`src/hw/rtl/deoc_pkg.sv`:
```
// Shared command codes, queue sizing and result flag type for the overflow checker.
package deoc_pkg;

	localparam logic [1:0] CMD_FIRST  = 2'd0;
	localparam logic [1:0] CMD_SECOND = 2'd1;
	localparam logic [1:0] CMD_END    = 2'd2;

	localparam int QUEUE_DEPTH = 2;
	localparam int QUEUE_PTR_W = 1;

	typedef struct packed {
		logic first_too_big;
		logic second_too_big;
		logic result_too_big;
	} flags_t;

endpackage

```
`src/hw/rtl/decimal_expression_overflow_check.sv`:
```
// Decimal expression overflow check: one digit or end word per cycle; the front end takes
// a word every cycle while the two-entry queue has room, and each end word yields one result
// word via the queue, the single product/sum stage and the output register, at a sustained rate
// of one per cycle while out_ready holds. Operands saturate at 2^VALUE_BITS; the three flags
// report first operand, second operand, and the exact sum or product above 2^VALUE_BITS - 1.
module decimal_expression_overflow_check import deoc_pkg::*; #(
	parameter int VALUE_BITS = 31
) (
	input  logic       clk,
	input  logic       arst_n,
	input  logic       in_valid,
	output logic       in_ready,
	input  logic [1:0] cmd,
	input  logic [3:0] digit,
	input  logic       is_multiply,
	output logic       out_valid,
	input  logic       out_ready,
	output logic       first_too_big,
	output logic       second_too_big,
	output logic       result_too_big
);

	localparam int QW = 2 * VALUE_BITS + 3;

	logic          q_full;
	logic          push;
	logic [QW-1:0] push_data;
	logic          pop;
	logic          q_valid;
	logic [QW-1:0] q_data;
	flags_t        flags;

	deoc_front #(.VALUE_BITS(VALUE_BITS)) u_front (
		.clk         (clk),
		.arst_n      (arst_n),
		.in_valid    (in_valid),
		.in_ready    (in_ready),
		.cmd         (cmd),
		.digit       (digit),
		.is_multiply (is_multiply),
		.q_full      (q_full),
		.push        (push),
		.push_data   (push_data)
	);

	deoc_queue #(.WIDTH(QW)) u_queue (
		.clk       (clk),
		.arst_n    (arst_n),
		.push      (push),
		.push_data (push_data),
		.full      (q_full),
		.pop       (pop),
		.q_valid   (q_valid),
		.q_data    (q_data)
	);

	deoc_back #(.VALUE_BITS(VALUE_BITS)) u_back (
		.clk       (clk),
		.arst_n    (arst_n),
		.q_valid   (q_valid),
		.q_data    (q_data),
		.pop       (pop),
		.out_valid (out_valid),
		.out_ready (out_ready),
		.flags     (flags)
	);

	assign first_too_big  = flags.first_too_big;
	assign second_too_big = flags.second_too_big;
	assign result_too_big = flags.result_too_big;

endmodule

```
`src/hw/rtl/deoc_front.sv`:
```
// Front end: accepts words, accumulates operand digits, posts finished expressions.
module deoc_front import deoc_pkg::*; #(
	parameter int VALUE_BITS = 31
) (
	input  logic                      clk,
	input  logic                      arst_n,
	input  logic                      in_valid,
	output logic                      in_ready,
	input  logic [1:0]                cmd,
	input  logic [3:0]                digit,
	input  logic                      is_multiply,
	input  logic                      q_full,
	output logic                      push,
	output logic [2*VALUE_BITS+2:0]   push_data
);

	localparam int AW = VALUE_BITS + 1;
	localparam int EW = VALUE_BITS + 5;
	localparam logic [EW-1:0] SAT_EXT = {{(EW-1){1'b0}}, 1'b1} << VALUE_BITS;

	logic [AW-1:0] first_q;
	logic [AW-1:0] second_q;
	logic          accept;

	function automatic logic [AW-1:0] acc_step(input logic [AW-1:0] acc, input logic [3:0] d);
		logic [EW-1:0] t;
		t = {1'b0, acc, 3'b000} + {3'b000, acc, 1'b0} + {{(EW-4){1'b0}}, d};
		if (t > SAT_EXT) begin
			t = SAT_EXT;
		end
		return t[AW-1:0];
	endfunction

	assign in_ready  = !q_full;
	assign accept    = in_valid && in_ready;
	assign push      = accept && (cmd == CMD_END);
	assign push_data = {first_q, second_q, is_multiply};

	always_ff @(posedge clk or negedge arst_n) begin
		if (!arst_n) begin
			first_q  <= '0;
			second_q <= '0;
		end else if (accept) begin
			case (cmd)
				CMD_FIRST:  first_q  <= acc_step(first_q, digit);
				CMD_SECOND: second_q <= acc_step(second_q, digit);
				CMD_END: begin
					first_q  <= '0;
					second_q <= '0;
				end
				default: ; // drop unused command
			endcase
		end
	end

endmodule

```
`src/hw/rtl/deoc_queue.sv`:
```
// Short register queue between the front end and the evaluation back end.
module deoc_queue import deoc_pkg::*; #(
	parameter int WIDTH = 65
) (
	input  logic             clk,
	input  logic             arst_n,
	input  logic             push,
	input  logic [WIDTH-1:0] push_data,
	output logic             full,
	input  logic             pop,
	output logic             q_valid,
	output logic [WIDTH-1:0] q_data
);

	localparam int CW = $clog2(QUEUE_DEPTH + 1);

	logic [WIDTH-1:0]       mem_q [QUEUE_DEPTH];
	logic [QUEUE_PTR_W-1:0] wptr_q;
	logic [QUEUE_PTR_W-1:0] rptr_q;
	logic [CW-1:0]          cnt_q;
	logic                   do_push;
	logic                   do_pop;

	assign full    = (cnt_q == CW'(QUEUE_DEPTH));
	assign q_valid = (cnt_q != '0);
	assign q_data  = mem_q[rptr_q];
	assign do_push = push && !full;
	assign do_pop  = pop && q_valid;

	always_ff @(posedge clk) begin
		if (do_push) begin
			mem_q[wptr_q] <= push_data;
		end
	end

	always_ff @(posedge clk or negedge arst_n) begin
		if (!arst_n) begin
			wptr_q <= '0;
			rptr_q <= '0;
			cnt_q  <= '0;
		end else begin
			if (do_push) begin
				wptr_q <= wptr_q + 1'b1;
			end
			if (do_pop) begin
				rptr_q <= rptr_q + 1'b1;
			end
			if (do_push && !do_pop) begin
				cnt_q <= cnt_q + 1'b1;
			end else if (do_pop && !do_push) begin
				cnt_q <= cnt_q - 1'b1;
			end
		end
	end

endmodule

```
`src/hw/rtl/deoc_back.sv`:
```
// Back end: forms the sum or product and registers the three overflow flags.
module deoc_back import deoc_pkg::*; #(
	parameter int VALUE_BITS = 31
) (
	input  logic                    clk,
	input  logic                    arst_n,
	input  logic                    q_valid,
	input  logic [2*VALUE_BITS+2:0] q_data,
	output logic                    pop,
	output logic                    out_valid,
	input  logic                    out_ready,
	output flags_t                  flags
);

	localparam int AW = VALUE_BITS + 1;
	localparam int PW = 2 * AW;
	localparam int SW = AW + 1;

	logic [AW-1:0] a;
	logic [AW-1:0] b;
	logic          mul;

	logic          valid_s1;
	logic [PW-1:0] prod_s1;
	logic [SW-1:0] sum_s1;
	logic          mul_s1;
	logic          a_sat_s1;
	logic          b_sat_s1;

	logic          out_valid_q;
	flags_t        flags_q;
	logic          adv2;

	assign {a, b, mul} = q_data;

	assign adv2      = valid_s1 && (!out_valid_q || out_ready);
	assign pop       = q_valid && (!valid_s1 || adv2);
	assign out_valid = out_valid_q;
	assign flags     = flags_q;

	always_ff @(posedge clk) begin
		if (pop) begin
			prod_s1  <= PW'(a) * PW'(b);
			sum_s1   <= SW'(a) + SW'(b);
			mul_s1   <= mul;
			a_sat_s1 <= a[AW-1];
			b_sat_s1 <= b[AW-1];
		end
		if (adv2) begin
			flags_q.first_too_big  <= a_sat_s1;
			flags_q.second_too_big <= b_sat_s1;
			// anything at or above 2^VALUE_BITS is past the limit
			flags_q.result_too_big <= mul_s1 ? (|prod_s1[PW-1:VALUE_BITS])
			                                 : (|sum_s1[SW-1:VALUE_BITS]);
		end
	end

	always_ff @(posedge clk or negedge arst_n) begin
		if (!arst_n) begin
			valid_s1    <= 1'b0;
			out_valid_q <= 1'b0;
		end else begin
			if (pop) begin
				valid_s1 <= 1'b1;
			end else if (adv2) begin
				valid_s1 <= 1'b0;
			end
			if (adv2) begin
				out_valid_q <= 1'b1;
			end else if (out_ready) begin
				out_valid_q <= 1'b0;
			end
		end
	end

	a_stall_hold: assert property (@(posedge clk) disable iff (!arst_n)
		out_valid_q && !out_ready |=> out_valid_q && $stable(flags_q))
		else $error("result word changed while stalled");

	a_s1_hold: assert property (@(posedge clk) disable iff (!arst_n)
		valid_s1 && !adv2 |=> valid_s1)
		else $error("stage one lost its entry");

	a_no_pop_when_blocked: assert property (@(posedge clk) disable iff (!arst_n)
		valid_s1 && out_valid_q && !out_ready |-> !pop)
		else $error("queue popped into a blocked stage");

	a_zero_product_ok: assert property (@(posedge clk) disable iff (!arst_n)
		adv2 && mul_s1 && (prod_s1 == '0) |=> !flags_q.result_too_big)
		else $error("zero product flagged as overflow");

endmodule
```
`config.mk`:
```
export PLATFORM = sky130hd
export DESIGN_NAME = decimal_expression_overflow_check
export DESIGN_NICKNAME = d
export VERILOG_FILES = /design/src/hw/rtl/deoc_pkg.sv /design/src/hw/rtl/decimal_expression_overflow_check.sv /design/src/hw/rtl/deoc_front.sv /design/src/hw/rtl/deoc_queue.sv /design/src/hw/rtl/deoc_back.sv
export SDC_FILE = /design/constraint.sdc
export NUM_CORES = 2
export LEC_CHECK = 0
export ABC_CLOCK_PERIOD_IN_PS = 9890
export BUFFER_PORTS_ARGS = -buffer_cell sky130_fd_sc_hd__buf_2
export CORE_ASPECT_RATIO = 0.7
export CORE_MARGIN = 2
export CORE_UTILIZATION = 40
export DETAILED_ROUTE_END_ITERATION = 6
export REMOVE_ABC_BUFFERS = 1
export SYNTH_ARGS = -nofsm -noshare
export SYNTH_HDL_FRONTEND = slang
export SYNTH_SLANG_ARGS = --single-unit
```
`constraint.sdc`:
```
create_clock -name clk -period 9.89 [get_ports clk]
set_input_delay 0.989 -clock clk [delete_from_list [all_inputs] [get_ports clk]]
set_output_delay 0.989 -clock clk [all_outputs]
set_load 0.03 [all_outputs]
```
==> impl_metrics.ini <==
[clock_network]
cts_sinks = 241
clock_latency_ns = 0.62
hold_buffers = 0
tritoncts = yes
cts.path.max_buffers = 3
clk_pin_slew_ns = 0.06
cts_made_buffers = 29
ctsResizeCount = 0
cts-root-buf = clkbuf_16
cts_setup_buffers = 0
htreeDepth = 1

[yosys]
syn_area_per_cell_um2 = 9.57
ys_types = 96
synth_largest_area_cell = fa_1
dominantRegCellSynth = edfxtp_1
synth_area_mm2 = 0.0451
syn_inst = 4709
async_reset_ff_share_pct = 29.0
synth.top_cells.by_area = fa_1, ha_1, edfxtp_1, inv_1, nor2_1
synth_edf_count = 171
yosys_warnings = 0
ys_seq_area_share_pct = 15.3
yosys.area.top_type_share_pct = 39.9
ys_ff_latch = 241

[grt]
grt_pass1_wl_um = 229000
grt_overflow = 0
grt_max_degree = 66
antenna_found_initial = 1
track_usage_pct = 26.9
grt_pass1_vias = 35000

[setup_path]
rrSetupSlack_ns = 0.38
cp-end-kind = flip-flop
rr_worst_depth = 24
cp.arrival_ns = 9.84
critPathKind = reg2reg
crit_fanout = 17
start_kind = flip-flop
cp.required_ns = 10.23

[detailed_routing]
dr.pass1.iters = 7
vias = 34000
wirelength_um = 152000
drt_iter0_markers = 3960
drc = 2
viasPerCell = 5.40
postRouteAntennaNets = 0
wl_per_cell_um = 24.1

[place]
dp_slack_ns = 0.316
dpl.hpwl_um = 124000
gp_congestion = 1.06
portBuffers = 15

[floorplanning]
io-pin-count = 16
dieArea_mm2 = 0.115
die_y_um = 285
start_util_pct = 40.2
core-area_mm2 = 0.112
dieWidth_um = 405
std_cell_rows = 103

[timing]
final.setup.tns_ns = 0
worst_pin_slew_ns = 1.04
fin_skew_ns = 0.0440
min_period_ns = 9.51
maxSlewHeadroom_pct = 29.0
holdWs_ns = 0.221
report.final.hold_viol_count = 0
finalSetupViolations = 0
rsz0062_at_grt = no
fin_ws_ns = 0.384
finalCritPeriodShare_pct = 96.1
fmax_ghz = 0.105
drv_slew = 0

[cells_and_area]
drive_above_1_share_pct = 8.25
n_antenna_cell = 0
area_delta_synth_final_pct = 9.18
final_cell_mix = inv_1, fa_1, nor2_1
final_core_util_pct = 43.9
fin_nets = 6086
final_common_cell = inv_1

[worst_hold_path]
hp-class = in2async

[status]
status = finished, violations left
violations = DRC

[run]
drv_cap = 0
## registers in the layout, indices dropped and copies added, names as in the netlist, 2 cells and up
name              cells
u_back.sum_s1         2
u_queue.cnt_q         2
u_back.flags          3
u_back.prod_s1       33
u_front.first_q      32
u_front.second_q     32
u_queue.mem_q       130
## worst paths after layout
check,from,endpoint
setup / recovery,u_queue.rptr_q,u_back.prod_s1[61]
hold / removal,arst_n,u_back.out_valid
setup reg to reg,u_queue.rptr_q,u_back.prod_s1[61]
hold reg to reg,u_back.a_sat_s1,u_back.flags[2]
max in group asynchronous,arst_n,u_front.second_q[23]
min in group clk,u_back.a_sat_s1,u_back.flags[2]
## logic make-up after synthesis
logic type	synth area share (%)
AOI/OAI and AO/OA	7.52
DFF	15.3
buffers and inverters	9.87
and+or+nand+nor	12.4
muxes	1.55
adders and majority gates	51.6
xor gates and xnor gates	1.77
## routing by layer
metal,share of wire (%),wire [µm],track usage (%)
met2,37,56800,35.2
met5,0,0,0
met4,2.7,4090,5.95
met3,15,22900,11.0
met1,45,67800,40.9
## cell type report
type | instances | area, µm²
clock buffers | 36 | 782
inverters | 963 | 3610
repair buffers | 222 | 1760
clock inverters | 18 | 173
fillers | 10800 | 63000
well taps | 1522 | 1900
multi-input cells | 3298 | 34100
flip-flops and latches | 241 | 6890
## synth_stat cells (all sizes together), types with 8 or more instances
cell type  instances
a211oi            17
nor2             647
xor2              39
nand2            527
nand4             24
a21o              35
nor2b              9
a21oi            124
nor4              11
fa               898
ha               422
a32o              32
buf               20
o21a              19
edfxtp           171
o21ai             67
o2111ai            8
nand2b            10
nand3             50
a31oi             20
nor3              23
o21bai            20
clkbuf           187
xnor2             52
clkinv            24
o211ai            17
mux2i             63
and3              11
and2              19
a21boi             9
dfrtp             70
inv              939
o41ai             22
## critical path, cell delays in order, from the launching register on
cell and delay [ns]:
dfrtp_4 0.68, buf_12 0.27, mux2i_4 0.70, buf_4 0.30, nor2_1 0.08, fa_1 0.64, inv_1 0.12, fa_1 0.53
fa_1 0.45, fa_1 0.55, inv_1 0.05, fa_1 0.48, fa_1 0.57, fa_1 0.43, fa_1 0.44, ha_1 0.34
a21oi_1 0.14, o21ai_0 0.20, a41oi_1 0.35, o221ai_1 0.33, o311ai_2 0.61, a31oi_1 0.26, or3_1 0.42, buf_4 0.14
xor2_1 0.13
## stage by stage
step	cells	cell area, µm²
after floorplan	4502	44200
after global placement	6246	48300
after detailed placement	6246	48300
after CTS	6300	49200
after global routing	6300	49200
final	6300	49200
Power is left out: the tool's default activity adds up to more than one toggle a clock period on the data nets, which glitch-free logic cannot reach.
